File: config.mk
export PLATFORM = sky130hd
export DESIGN_NAME = rmsp_div
export DESIGN_NICKNAME = d
export VERILOG_FILES = /design/src/rtl/rmsp_pkg.sv /design/src/rtl/rmsp_div.sv
export SDC_FILE = /design/constraint.sdc
export NUM_CORES = 2
export LEC_CHECK = 0
export BUFFER_PORTS_ARGS = -buffer_cell sky130_fd_sc_hd__clkbuf_2
export CORE_MARGIN = 2
export CORE_UTILIZATION = 55
export CTS_BUF_LIST = sky130_fd_sc_hd__clkbuf_4
export DETAILED_ROUTE_END_ITERATION = 16
export GPL_TIMING_DRIVEN = 0
export HOLD_SLACK_MARGIN = 0.06
export PLACE_DENSITY = 0.71
export SLEW_MARGIN = 30
export SYNTH_ARGS = -nofsm -noshare
export SYNTH_HDL_FRONTEND = slang
export SYNTH_SLANG_ARGS = --single-unit
File: constraint.sdc
create_clock -name clk -period 26 [get_ports clk]
set_input_delay 2.6 -clock clk [delete_from_list [all_inputs] [get_ports clk]]
set_output_delay 2.6 -clock clk [all_outputs]
set_load 0.02 [all_outputs]
File: src/rtl/rmsp_pkg.sv
// Shared constants, types and datapath step functions for the RMSProp update unit.
`default_nettype none

package rmsp_pkg;

    localparam int ENTRIES = 4096;
    localparam int IDX_W = $clog2(ENTRIES);
    localparam int CNT_W = IDX_W + 1;

    localparam int V_W = 48;
    localparam int ROOT_W = V_W / 2;
    localparam int DEN_W = ROOT_W + 1;
    localparam int QUO_W = 48;

    localparam int SQRT_STEPS = 3;
    localparam int SQRT_STAGES = ROOT_W / SQRT_STEPS;
    localparam int DIV_STEPS = 4;
    localparam int DIV_STAGES = QUO_W / DIV_STEPS;

    localparam int PADDR_W = 4;
    localparam logic [1:0] REG_LR    = 2'd0;
    localparam logic [1:0] REG_DECAY = 2'd1;
    localparam logic [1:0] REG_EPS   = 2'd2;

    localparam logic [23:0] LR_RESET    = 24'd167772;
    localparam logic [15:0] DECAY_RESET = 16'd58982;
    localparam logic [23:0] EPS_RESET   = 24'd1;

    typedef struct packed {
        logic [ROOT_W+1:0] rem;
        logic [ROOT_W-1:0] root;
        logic [V_W-1:0]    rad;
    } sq_state_t;

    typedef struct packed {
        logic [DEN_W-1:0] rem;
        logic [QUO_W-1:0] nq;
    } dv_state_t;

    typedef struct packed {
        logic [31:0] param;
        logic        sign;
        logic        gzero;
        logic        sat;
    } side_t;

    // One digit of the bit-pair square root recurrence.
    function automatic sq_state_t sq_step(sq_state_t s);
        sq_state_t         res;
        logic [ROOT_W+1:0] r;
        logic [ROOT_W+1:0] t;
        r = {s.rem[ROOT_W-1:0], s.rad[V_W-1 -: 2]};
        t = {s.root, 2'b01};
        res.rad = {s.rad[V_W-3:0], 2'b00};
        if (r >= t)
        begin
            res.rem  = r - t;
            res.root = {s.root[ROOT_W-2:0], 1'b1};
        end
        else
        begin
            res.rem  = r;
            res.root = {s.root[ROOT_W-2:0], 1'b0};
        end
        return res;
    endfunction

    // One quotient bit of restoring division; numerator bits leave at the top.
    function automatic dv_state_t dv_step(dv_state_t s, logic [DEN_W-1:0] d);
        dv_state_t      res;
        logic [DEN_W:0] r;
        logic [DEN_W:0] dx;
        logic [DEN_W:0] diff;
        r = {s.rem, s.nq[QUO_W-1]};
        dx = {1'b0, d};
        diff = r - dx;
        if (r >= dx)
        begin
            res.rem = diff[DEN_W-1:0];
            res.nq  = {s.nq[QUO_W-2:0], 1'b1};
        end
        else
        begin
            res.rem = r[DEN_W-1:0];
            res.nq  = {s.nq[QUO_W-2:0], 1'b0};
        end
        return res;
    endfunction

endpackage

`default_nettype wire

File: src/rtl/rmsp_div.sv
// Pipelined restoring divider, a few quotient bits per stage.
`default_nettype none

module rmsp_div
    import rmsp_pkg::*;
(
    input  wire logic             clk,
    input  wire logic             en,
    input  wire logic [QUO_W-1:0] numer,
    input  wire logic [DEN_W-1:0] denom,
    output logic      [QUO_W-1:0] quotient
);

    dv_state_t        st_reg [DIV_STAGES];
    dv_state_t        st_next [DIV_STAGES];
    dv_state_t        stage_in [DIV_STAGES];
    logic [DEN_W-1:0] d_reg [DIV_STAGES];
    logic [DEN_W-1:0] d_in [DIV_STAGES];

    assign stage_in[0] = '{rem: '0, nq: numer};
    assign d_in[0] = denom;

    for (genvar k = 1; k < DIV_STAGES; k++)
    begin : g_link
        assign stage_in[k] = st_reg[k-1];
        assign d_in[k] = d_reg[k-1];
    end

    always_comb
    begin
        dv_state_t s;
        for (int k = 0; k < DIV_STAGES; k++)
        begin
            s = stage_in[k];
            for (int j = 0; j < DIV_STEPS; j++)
            begin
                s = dv_step(s, d_in[k]);
            end
            st_next[k] = s;
        end
    end

    always_ff @(posedge clk)
    begin
        if (en)
        begin
            for (int k = 0; k < DIV_STAGES; k++)
            begin
                st_reg[k] <= st_next[k];
                d_reg[k] <= d_in[k];
            end
        end
    end

    assign quotient = st_reg[DIV_STAGES-1].nq;

endmodule

`default_nettype wire

# --- After elaboration in Yosys (flattened, before gate mapping) ---
# Memories as Yosys holds them, arrays and structs flattened.
# Index checks and enable logic that the tools add are counted.
totals:
  n_memories: 2
  inputBits: 75
  wordCells: 148
  mem_bits_rw: 1176
  reg_bits: 0
  output_inout_bits: 48
op_classes:
  add_sub_neg: 48
  n_mux: 50
  magnitude_cmp: 48
memory_table:
  columns: ["name", "depth", "width", "read_ports", "rd_clocked_by_memory_dff", "wr", "line_no", "rtl"]
  rows:
  - ["st_reg", 12, 73, 12, 0, 12, "rmsp_div.sv:14", "dv_state_t st_reg [DIV_STAGES];"]
  - ["d_reg", 12, 25, 11, 0, 12, "rmsp_div.sv:17", "logic [DEN_W-1:0] d_reg [DIV_STAGES];"]
op_table:
  columns: ["operator", "n"]
  rows:
  - ["2-to-1 mux 73 bit", 48]
  - ["greater-or-equal comparator 26 x 25 -> 1 bit", 47]
  - ["subtractor 25 bit", 47]
  - ["greater-or-equal comparator 1 x 25 -> 1 bit", 1]
  - ["subtractor 1 x 25 -> 25 bit", 1]
  - ["2-to-1 mux 1 bit", 2]

# --- Longest topological paths before layout ---
# An unclocked memory read counts as a cell.
logic_depth:
  word_depth: 9
  mapped_depth: 60
  mapped_depth_nobuf: 55

# --- Worst setup path after synthesis ---
# OpenSTA, ideal clock, no wires.
synth_timing:
  path_type: "input -> register"
  startpoint: "input numer[47]"
  endpoint: "memory st_reg[0][58] in the netlist's numbering (data pin)"
  setup_time_ns: 0.261
  stages: 44
  path_buffers: 4
  slack_ns: 13.300
  arrival_time_ns: 12.439
  t_required_ns: 25.739
  cell_sequence: "inv_1 ha_1 o2111ai_1 clkbuf_1 nor3_1 ha_1 and3_1 nand3_1 o311ai_0 o21ai_0 o21a_1 a311oi_1 nor2b_1 o21ai_1 clkbuf_1 a21oi_1 fa_1 a21o_1 [... 8 more ...] inv_1 clkbuf_1 nor2_1 a21oi_1 fa_1 a21o_1 a21oi_1 o221ai_1 o21ai_0 a211oi_1 o31ai_1 a31oi_1 a311o_1 a21o_1 a21o_1 a31o_2 clkbuf_1 a221o_1"
synth_rtl:
  columns: ["item", "line_no", "rtl"]
  rows:
  - ["start, declared", "rmsp_div.sv:9", "input wire logic [QUO_W-1:0] numer,"]
  - ["end, declared", "rmsp_div.sv:14", null]

==> run metrics <==
Post-synth top cells ha_1, edfxtp_1, a21oi_1; Yosys reg bits between 1,000 and 1,500; Mapped Avg Cell Area 9.38 sq um; Syn Inst Count 11,100; per-cell routed wire length around 21 um; Clock Latency Late Sink roughly 1.4 ns; Buf/Inv on CP 8; critical path arrival between 15 and 20 ns; final worst clock skew around 0.093 ns; final setup vio count 0; maximum clock insertion buffer count 4; RSZ-0062 raised after global routing no; crit start category register; crit-path leading delay family compound AO/OA/AOI/OAI gates; Die W roughly 440 um; largest net degree at the start of global routing 94; status finished, final reports clean; Clock Pin Slew Worst Setup and Hold Paths approximately 0.07 ns; CP max stage cell o21ai_0; final std cells w/o fill roughly 14,000; WL final between 200 and 300 mm; DRC 0; Area Growth Syn to Fin 7.49%; CTS Hold Buffers Added 0; placed cell count around 14,000; I/O pin cnt between 100 and 150; fin nets about 13,000; Yosys top cell area share 32.6%; global route total overflow 0; starting density of the core 55.3%; first-pass GRT wire length 459 mm; antenna violations before repair 6; Critical Setup Path Class register to register; area leader, netlist edfxtp_1; Final WS setup ~8.6 ns; synth top area cells edfxtp_1, ha_1, mux2_2; max reg flops around 850; f_max around 57 MHz; Post-DP HPWL ~240 mm; buffers added on ports between 100 and 150; Hold WC Path Type register to register; vias per std cell around 6.2; die height approximately 440 um; Worst setup EP type register; Seq/Total Area, Yosys 32.6%; most numerous cell in the Yosys netlist ha_1; Syn Nets approximately 12,000; htree depth 5; die footprint between 150,000 and 200,000 sq um; first-pass iteration count of the detailed router 6; Post-synth EDFFs ~1,100; layout cells sized above 1 a little under an eighth; crit-path most repeated cell o21ai_0; post-cts resize count 0; total track usage 30.0%; Max Slew Vio Count 0; via count 88,000; fin crit period roughly 17 ns; Syn. warnings 0; Tcrit/Tclk final about 67%; setup bufs post-CTS 0; post-route ant nets 0; ys flop type edfxtp_1; total negative setup slack 0 ns; Fillers 16,400; Synth Cell Area around 100,000 sq um; Final Hold Vio Count 0; Root Buffer clkbuf_4; Slew @ Worst Pin just over 1 ns; CP max stage delay ~0.7 ns; GPL Wtd Cong just under 1; Max-Slew Margin vs Limit a little under a third; clk sink count 1,126; CP Max Fanout 10; initial DRC count 7,446; vias in the first global route ~85,000; max cap viols 0; CTS tree yes; CTS buffer count 318; Core Region roughly 190,000 sq um; pre-CTS setup slack 9.39 ns; row cnt roughly 160; required time worst endpoint 27.06 ns; Unique masters post-synth between 100 and 150; asr flop ratio synth 0%; hold slack 0.342 ns
-- layer usage --
metal  track usage [%]  part of all wire (%)  vias to the layer above
li1                  -                     -                    42600
met5                 0                0.0081                        -
met1              39.9                    43                    41600
met2              48.6                    46                     3185
met4              13.8                   4.5                        4
met3              4.06                   6.4                      667
-- cells by family after synthesis --
group / synth area share (%)
AOI/OAI and AO/OA: 20.8
xor gates and xnor gates: 7.33
adders and majority gates: 15.1
buffers and inverters: 3.89
DFF: 32.6
muxes: 6.70
and+or+nand+nor: 13.6
-- layout by cell type, fill, tap and decap left out, types with 40 or more instances in the layout --
cell	instances
a211oi_1	100
a21boi_0	53
a21o_1	432
a21oi_1	927
a221o_1	79
a31oi_1	122
and2_1	88
and3_1	94
buf_2	40
buf_4	52
clkbuf_1	142
clkbuf_2	121
clkbuf_4	435
clkinv_1	49
edfxtp_1	1126
fa_1	46
ha_1	1177
inv_1	726
mux2_2	491
mux2i_1	116
nand2_1	740
nand2b_1	163
nand3_1	210
nand4_1	184
nor2_1	774
nor2b_1	147
nor3_1	216
nor4_1	43
o211ai_1	69
o21a_1	180
o21ai_0	697
o21bai_1	125
o31ai_1	81
or2_2	60
or3_1	68
xnor2_1	582
xor2_1	286
-- final timing paths --
path / startpoint / cells after the start / slack, ns / end
max: d_reg[0][1] / 52 / 8.61 / st_reg[0][142]
min: st_reg[2][94] / 0 / 0.34 / st_reg[2][171]
max reg2reg: d_reg[0][1] / 52 / 8.61 / st_reg[0][142]
min reg2reg: st_reg[2][94] / 0 / 0.34 / st_reg[2][171]
-- metrics by stage --
stage	cell area (sq um)	util [%]
floorplan	104000	-
global placement	107000	57.2
detailed placement	108000	57.4
CTS	111000	59.4
global route	111000	59.4
finish	111000	59.4
-- final cells by class --
class	instances	area [sq um]	area share, %
multi-input cells	8925	65800	59.1
flip-flops and latches	1126	33800	30.3
clock buffers	435	3270	2.93
well taps	2495	3120	2.80
inverters	740	2780	2.49
plain buffers	264	1250	1.12
repair buffers	135	977	0.877
clock inverters	78	347	0.311
diodes	12	30.0	0.0270
Power is not shown: default switching activity piles up to over one toggle a cycle in this logic, so the estimate is an artifact.
