===== config.mk =====
export PLATFORM = sky130hd
export DESIGN_NAME = rmsp_sqrt
export DESIGN_NICKNAME = d
export VERILOG_FILES = /design/src/rtl/rmsp_pkg.sv /design/src/rtl/rmsp_sqrt.sv
export SDC_FILE = /design/constraint.sdc
export NUM_CORES = 1
export LEC_CHECK = 0
export BUFFER_PORTS_ARGS = -buffer_cell sky130_fd_sc_hd__buf_2
export CORE_ASPECT_RATIO = 0.7
export CORE_MARGIN = 1.5
export CORE_UTILIZATION = 50
export DETAILED_ROUTE_END_ITERATION = 8
export PLACE_DENSITY = 0.66
export SETUP_SLACK_MARGIN = 0.5
export SLEW_MARGIN = 0
export SYNTH_ARGS = -nofsm -noshare
export SYNTH_HDL_FRONTEND = slang
export SYNTH_SLANG_ARGS = --single-unit

===== constraint.sdc =====
create_clock -name clk -period 9.6 [get_ports clk]
set_clock_uncertainty 0.1 [all_clocks]
set_input_delay 0.48 -clock clk [delete_from_list [all_inputs] [get_ports clk]]
set_output_delay 0.48 -clock clk [all_outputs]
set_load 0.02 [all_outputs]

===== src/rtl/rmsp_pkg.sv =====
// Shared constants, types and datapath step functions for the RMSProp update unit.
`default_nettype none

package rmsp_pkg;

    localparam int ENTRIES = 4096;
    localparam int IDX_W = $clog2(ENTRIES);
    localparam int CNT_W = IDX_W + 1;

    localparam int V_W = 48;
    localparam int ROOT_W = V_W / 2;
    localparam int DEN_W = ROOT_W + 1;
    localparam int QUO_W = 48;

    localparam int SQRT_STEPS = 3;
    localparam int SQRT_STAGES = ROOT_W / SQRT_STEPS;
    localparam int DIV_STEPS = 4;
    localparam int DIV_STAGES = QUO_W / DIV_STEPS;

    localparam int PADDR_W = 4;
    localparam logic [1:0] REG_LR    = 2'd0;
    localparam logic [1:0] REG_DECAY = 2'd1;
    localparam logic [1:0] REG_EPS   = 2'd2;

    localparam logic [23:0] LR_RESET    = 24'd167772;
    localparam logic [15:0] DECAY_RESET = 16'd58982;
    localparam logic [23:0] EPS_RESET   = 24'd1;

    typedef struct packed {
        logic [ROOT_W+1:0] rem;
        logic [ROOT_W-1:0] root;
        logic [V_W-1:0]    rad;
    } sq_state_t;

    typedef struct packed {
        logic [DEN_W-1:0] rem;
        logic [QUO_W-1:0] nq;
    } dv_state_t;

    typedef struct packed {
        logic [31:0] param;
        logic        sign;
        logic        gzero;
        logic        sat;
    } side_t;

    // One digit of the bit-pair square root recurrence.
    function automatic sq_state_t sq_step(sq_state_t s);
        sq_state_t         res;
        logic [ROOT_W+1:0] r;
        logic [ROOT_W+1:0] t;
        r = {s.rem[ROOT_W-1:0], s.rad[V_W-1 -: 2]};
        t = {s.root, 2'b01};
        res.rad = {s.rad[V_W-3:0], 2'b00};
        if (r >= t)
        begin
            res.rem  = r - t;
            res.root = {s.root[ROOT_W-2:0], 1'b1};
        end
        else
        begin
            res.rem  = r;
            res.root = {s.root[ROOT_W-2:0], 1'b0};
        end
        return res;
    endfunction

    // One quotient bit of restoring division; numerator bits leave at the top.
    function automatic dv_state_t dv_step(dv_state_t s, logic [DEN_W-1:0] d);
        dv_state_t      res;
        logic [DEN_W:0] r;
        logic [DEN_W:0] dx;
        logic [DEN_W:0] diff;
        r = {s.rem, s.nq[QUO_W-1]};
        dx = {1'b0, d};
        diff = r - dx;
        if (r >= dx)
        begin
            res.rem = diff[DEN_W-1:0];
            res.nq  = {s.nq[QUO_W-2:0], 1'b1};
        end
        else
        begin
            res.rem = r[DEN_W-1:0];
            res.nq  = {s.nq[QUO_W-2:0], 1'b0};
        end
        return res;
    endfunction

endpackage

`default_nettype wire


===== src/rtl/rmsp_sqrt.sv =====
// Pipelined integer square root, a few digits per stage.
`default_nettype none

module rmsp_sqrt
    import rmsp_pkg::*;
(
    input  wire logic              clk,
    input  wire logic              en,
    input  wire logic [V_W-1:0]    radicand,
    output logic      [ROOT_W-1:0] root
);

    sq_state_t st_reg [SQRT_STAGES];
    sq_state_t st_next [SQRT_STAGES];
    sq_state_t stage_in [SQRT_STAGES];

    assign stage_in[0] = '{rem: '0, root: '0, rad: radicand};

    for (genvar k = 1; k < SQRT_STAGES; k++)
    begin : g_link
        assign stage_in[k] = st_reg[k-1];
    end

    always_comb
    begin
        sq_state_t s;
        for (int k = 0; k < SQRT_STAGES; k++)
        begin
            s = stage_in[k];
            for (int j = 0; j < SQRT_STEPS; j++)
            begin
                s = sq_step(s);
            end
            st_next[k] = s;
        end
    end

    always_ff @(posedge clk)
    begin
        if (en)
        begin
            for (int k = 0; k < SQRT_STAGES; k++)
            begin
                st_reg[k] <= st_next[k];
            end
        end
    end

    assign root = st_reg[SQRT_STAGES-1].root;

endmodule

`default_nettype wire


# ---- After elaboration in Yosys (flattened, before gate mapping)
# Memories as Yosys holds them, arrays and structs flattened.
# Cells that the tools add are included.
dict set report op_classes {
  addsub 24
  n_lt_le_gt_ge 24
  mux 26
}
# cell count
set ops {}
lappend ops {{$mux 48} 16}
lappend ops {{$ge 26x26->1} 23}
lappend ops {{$mux 50} 8}
lappend ops {{$sub 24x24->24} 15}
lappend ops {{$sub 26x26->26} 8}
lappend ops {{$sub 2x1->3 const B} 1}
lappend ops {{$ge 2x1->1 const B} 1}
lappend ops {{$mux 1} 2}
dict set report word_totals {
  register_bits 0
  ram_bits 736
  input_bits 50
  out_inout_bits 24
  word_cells 75
  n_memories 1
}
# name depth word_bits rd rd_clocked_by_memory_dff wr line
set memory_table {}
lappend memory_table {st_reg 8 92 8 0 8 rmsp_sqrt.sv:13} ;# sq_state_t st_reg [SQRT_STAGES];

# ---- Depth between registers and ports, before layout
# Gate-level depths: netlist (run 1).
# An unclocked memory read counts as a cell.
dict set report depth {
  depth_word 7
  depth_mapped 44
  mapped_depth_nobuf 40
}

# ---- Least setup slack after synthesis (run 1)
# OpenSTA, ideal clock, no wires.
dict set report synth_timing {
  kind {register to register}
  start {memory st_reg[1][149] (netlist bit)}
  end {memory st_reg[1][270] (netlist bit), data pin}
  setup_time_ns 0.276
  t_arrival_ns 8.180
  t_required_ns 9.224
  path_slack_ns 1.044
  path_stages_with_launch 42
  path_buffers 6
  period_less_slack_ns 8.556
  cell_sequence {edfxtp_1 -> inv_1 -> ha_1 -> clkbuf_1 -> nand2_1 -> nor3_1 -> o311a_1 -> or2_1 -> buf_1 -> clkbuf_1 -> nor2_1 -> a21oi_1 -> ha_1 -> inv_1 -> o21bai_1 -> a21o_1 -> nor2b_1 -> o21ai_0 -> (+6 left out) -> clkbuf_1 -> o21ai_0 -> ha_1 -> a21o_1 -> a21o_1 -> a21oi_1 -> o21ai_0 -> nand3_1 -> nand2_1 -> a21oi_1 -> o31ai_1 -> a221oi_1 -> inv_1 -> a211oi_1 -> nand4_1 -> clkbuf_1 -> a211oi_1 -> a31oi_1}
}
# item line
set synth_rtl {}
lappend synth_rtl {{from (decl)} rmsp_sqrt.sv:13}

==> flow_summary.yaml, run 1 <==
run_status:
  outcome: "completed"
floorplan:
  fp.dieW_um: 335
  die_y_um: 235
  initial_core_util: 0.509
  dieArea_sq_um: 78700
  rows: 84
  core-area_sq_um: 75700
  ios: 74
synthesis:
  syn-cell-area_sq_um: 38500
  synthArstFlopShare: 0
  ys_top_cells_by_area: "edfxtp_1, ha_1, xnor2_1, a21oi_1, nor2_1"
  yosysMostFrequentCell: "edfxtp_1"
  synth_cell_types: 116
  synthTopCellsByCount: "edfxtp_1, a21oi_1, nor2_1, nand2_1, ha_1"
  yosys.area.top_type: "edfxtp_1"
  synth_area_per_cell_sq_um: 9.03
  yosysSeqAreaShare: 0.346
  yosys_warnings: 0
  syn_inst: 4265
  synth_flop_cell: "edfxtp_1"
  synth_top_area_share: 0.346
  ys_seq_elements: 444
  synth-edff-count: 444
critical_path:
  worstPathMaxFanout: 24
  start_kind: "flip-flop"
  critPathArrivalTime_ps: 9060
  endpoint_kind: "flip-flop"
  cp_slowest_cell: "a2111o_1"
  crit_required_ps: 9860
  crit_type: "flip-flop to flip-flop"
  cp_slowest_stage_delay_ps: 590
timing:
  drv_slew: 0
  fin_tns_setup_ps: 0
  relSlewSlack: 0.180
  finalCriticalPeriod_ps: 8800
  setup_violations: 0
  final.period_utilization: 0.917
  hold_violations: 0
  worst_pin_slew_ps: 1210
  rsz0062_at_grt: "no"
  fmax_ghz: 0.114
power_and_ir_drop:
  p_per_area_nw_per_um2: 331
  ir_worst_vdd_v: 0.000199
  total_leakage_power_nw: 16.9
  fin_total_pwr_w: 0.0139
routing:
  drc: 0
  drtPass1Iterations: 7
  wl_per_cell_um: 21.3
  via_count: 33700
  routed_wl_um: 114000
  ant_nets: 0
  vias_per_cell: 6.28
  drt_iter0_drc: 4145
grt:
  grt_pass1_vias: 29800
  track_usage: 0.283
  grt_overflow: 0
  grt_max_degree: 150
  antenna_found_initial: 1
  grt_pass1_wl_um: 176000
place:
  gp_congestion: 1.01
  io_buffer_count: 73
  dp_hpwl_um: 88500
clock_network:
  ctsLongestPathBuffers: 3
  clock-sinks: 444
  root_buffer: "clkbuf_16"
  h-tree-depth: 2
  cts_tree: "built"
  clk-insertion-delay-late_ps: 660
  clk_pin_slew_ps: 70
  cts_inserted_buffers: 49
layout:
  drive_gt1_frac: 0.0895
  final_net_count: 4713
  largest_register_ffs: 444
  diodes: 0
  area_growth_pct: 9.38
job:
  maxCapViolCount: 0
worst_hold_path:
  hold_class: "primary input to flip-flop"
[path summary, 6_finish.rpt]
path	startpoint	endpoint	slack (ps)	cells past startpoint
min	radicand[46]	st_reg[0][44]	110	2
min reg2reg	st_reg[0][108]	st_reg[0][206]	300	0
max reg2reg	st_reg[1][226]	st_reg[1][318]	800	30
max	st_reg[1][226]	st_reg[1][318]	800	30
[placed cells by master (no fill, tap or decap), types with 21 or more instances in the layout]
cell / n
xnor2_1: 238
mux2_2: 43
nor4_1: 59
a21o_1: 123
nand3_1: 119
o21a_1: 48
inv_1: 234
a21oi_1: 378
clkbuf_16: 49
nand4_1: 70
a211oi_1: 30
a31oi_1: 47
nor3_1: 94
mux2i_1: 28
or3_1: 39
nor2b_1: 37
xor2_1: 127
o211ai_1: 32
nor2_1: 386
dlygate4sd3_1: 42
buf_2: 72
or2_2: 21
buf_4: 54
and3_1: 50
o31ai_1: 51
ha_1: 323
o21ai_0: 201
or4_1: 23
and2_1: 33
nand2b_1: 54
nand2_1: 330
edfxtp_1: 444
o21bai_1: 41
[layer usage]
metal / wire length, um / track usage / vias to the layer above
met5: 21 / 0 / -
met4: 2090 / 0.0568 / 4
met3: 14100 / 0.0795 / 129
li1: - / - / 16200
met1: 58700 / 0.478 / 15700
met2: 39600 / 0.338 / 1645
[power breakdown]
part,leakage [nW],internal (W),switching [W],total [W]
registers,4.24,0.00273,0.000355,0.00308
logic,11.9,0.00359,0.00534,0.00893
clock network,0.771,0.00106,0.000852,0.00191
[metrics by stage]
stage	hold WS, ps	area (sq um)	setup WS, ps	utilization	cells
global placement	300	39800	590	0.526	5221
finish	110	42100	799	0.556	5367
detailed placement	305	39800	565	0.526	5221
CTS	76.0	41800	533	0.552	5353
global route	97.2	42100	496	0.556	5367
floorplan	300	38500	1040	-	4266
[cell type report]
type,instances,area [sq um]
Inverter,249,963
Fill cell,6836,33600
Multi-Input combinational cell,3420,23700
Timing Repair Buffer,175,1300
Tap cell,989,1240
Clock inverter,33,342
Clock buffer,57,1260
Sequential cell,444,13300
[cells by family after synthesis]
kind of cell	after synthesis	synth area share
buffers and inverters	403	0.0435
xor gates and xnor gates	365	0.0830
adders and majority gates	324	0.105
other	1	0.0000974
AOI/OAI and AO/OA	1213	0.209
muxes	76	0.0218
DFF	444	0.346
and+or+nand+nor	1439	0.191
[what timing repair did]
| action | 4_1_cts | 5_1_grt |
|---|---|---|
| resized for setup | 0 | 46 |
| setup buffers | 0 | 13 |
| hold buffers | 42 | 0 |
| hold endpoints to repair | 42 | 0 |
| setup endpoints to repair | 0 | 101 |
[worst max-delay path, delay by kind of cell (launching register included)]
kind,cells,cell delay [ps]
simple gates,7,1450
compound gates,17,4790
buf+inv,3,760
fa+ha+maj,3,950
flops,1,440
No activity file was read; power rests on OpenSTA's default activity.
==> inputs of run 2 (changes only) <==
==> constraint.sdc (replaced) <==
create_clock -name clk -period 9.6 [get_ports clk]
set_clock_uncertainty 0.1 [all_clocks]
set_input_delay 2.4 -clock clk [delete_from_list [all_inputs] [get_ports clk]]
set_output_delay 2.4 -clock clk [all_outputs]
set_load 0.02 [all_outputs]
==> run 2 against run 1 <==
  * Maximum frequency up 0.79%
  * Die area stayed put
  * Total power increased by 1.5%
  * Combinational power is essentially flat
  * Critical path depth up 5
  * Sequential cell count is the same
  * First-iteration DRC count rose by 1.1%
  * Clock-buffer cell count decreased by 2
  * Via count decreased by 0.22%
  * Critical path type unchanged
  * Clock power increased by 12%
==> flow_summary.yaml, run 2 (same netlist as run 1, synthesis figures left out) <==
grt:
  grt_pass1_wl_um: 175000
  antenna_found_initial: 1
  track_usage: 0.281
  grt_overflow: 0
  grt_pass1_vias: 29400
  grt_max_degree: 140
job:
  maxCapViolCount: 0
worst_hold_path:
  hold_class: "flip-flop to flip-flop"
critical_path:
  start_kind: "flip-flop"
  critPathBufInv: 6
  cp_slowest_stage_delay_ps: 470
  rr_endpoint: "st_reg[1][255]"
  crit_type: "flip-flop to flip-flop"
  crit_family: "compound AO/OA/AOI/OAI gates"
  critPathArrivalTime_ps: 9020
  endpoint_kind: "flip-flop"
  worstPathMaxFanout: 37
  crit_required_ps: 9880
  worstSetupEndpoint: "st_reg[1][255]"
  r2r_cells: 35
  crit_start: "st_reg[1][137]"
  cp_slowest_cell: "a311o_1"
  path_depth: 35
  reg2reg_setup_slack_ps: 870
  crit-reg2reg-launch: "st_reg[1][137]"
timing:
  finalCriticalPeriod_ps: 8730
  fin_tns_setup_ps: 0
  relSlewSlack: 0.338
  hold_violations: 0
  setup_violations: 0
  fmax_ghz: 0.115
  final.period_utilization: 0.910
  drv_slew: 0
  rsz0062_at_grt: "yes"
  worst_pin_slew_ps: 980
clock_network:
  clock-sinks: 444
  root_buffer: "clkbuf_16"
  cts_hold_buf: 0
  clk-insertion-delay-late_ps: 670
  ctsLongestPathBuffers: 3
  cts_inserted_buffers: 49
  cts_tree: "built"
  clk_pin_slew_ps: 60
  h-tree-depth: 2
layout:
  final_net_count: 4682
  area_growth_pct: 9.03
  diodes: 0
  mostFrequentLayoutCells: "edfxtp_1, nor2_1, a21oi_1"
  largest_register_ffs: 444
  fin_cells: 5338
  final_common_cell: "edfxtp_1"
  utilization: 0.555
  drive_gt1_frac: 0.0938
power_and_ir_drop:
  fin_total_pwr_w: 0.0141
  total_leakage_power_nw: 16.9
  ir_worst_vdd_v: 0.000196
  p_per_area_nw_per_um2: 337
routing:
  wl_per_cell_um: 21.4
  drc: 0
  ant_nets: 0
  vias_per_cell: 6.30
  via_count: 33600
  drt_iter0_drc: 4191
  drtPass1Iterations: 6
  routed_wl_um: 114000
place:
  place_inst: 5221
  gp_congestion: 1.02
  io_buffer_count: 73
  dp_hpwl_um: 87800
floorplan:
  rows: 84
  core-area_sq_um: 75700
  initial_core_util: 0.509
  die_y_um: 235
  dieArea_sq_um: 78700
  fp.dieW_um: 335
  ios: 74
run_status:
  outcome: "completed"
## run 2: cell count changes in the layout (fill, tap and decap cells not counted), moves of 4 or more
cell / before / now
clkinvlp_4: 11 / 7
dlygate4sd3_1: 42 / 0
clkinv_2: 11 / 6
buf_4: 54 / 62
bufinv_16: 4 / 11
## run 2: worst min-delay path by stage
stage / endpoint / slack, ps / cells after the start / from
final: st_reg[0][311] / 300 / 0 / st_reg[0][213]
after global routing: st_reg[0][304] / 320 / 0 / st_reg[0][206]
after CTS: st_reg[0][313] / 300 / 0 / st_reg[0][215]
after detailed placement: st_reg[0][124] / 300 / 0 / st_reg[0][26]
after global placement: st_reg[1][222] / 300 / 0 / st_reg[1][124]
after floorplan: st_reg[0][100] / 300 / 0 / st_reg[0][2]
## run 2: metrics by stage
step	hold WS [ps]	setup slack (ps)	instance area, sq um
global placement	300	17.1	39800
global route	319	444	42000
finish	295	868	42000
floorplan	300	1040	38500
detailed placement	305	87.3	39800
CTS	299	517	41600
## run 2: final cells by class
class / count / area [sq um]
tap: 989 / 1240
timing repair inverter: 1 / 5.00
sequential: 444 / 13300
clock buffer: 55 / 1250
timing repair buffer: 142 / 967
clock inverter: 37 / 554
fill: 6854 / 33700
multi-input combinational: 3421 / 23700
inverter: 249 / 961
## run 2: power breakdown
| part | switching (W) | leakage (nW) | internal [W] | total [W] |
|---|---|---|---|---|
| Sequential | 0.000350 | 4.24 | 0.00273 | 0.00308 |
| Clock | 0.000876 | 0.873 | 0.00125 | 0.00213 |
| Combinational | 0.00534 | 11.8 | 0.00358 | 0.00893 |
## run 2: repair_timing
| action | 4_1_cts | 5_1_grt |
|---|---|---|
| cloned | 0 | 3 |
| endpoints found under the setup margin | 10 | 101 |
| pin swaps | 0 | 6 |
| gates resized for setup | 3 | 46 |
| buffers inserted | 0 | 22 |
## run 2: routing by layer
metal  global-route usage  up-vias  share of wire
met1                0.482    15800           0.52
met3               0.0663      102           0.11
met5                    0        -              0
met4               0.0481        0          0.014
met2                0.341     1602           0.35
li1                     -    16100              -
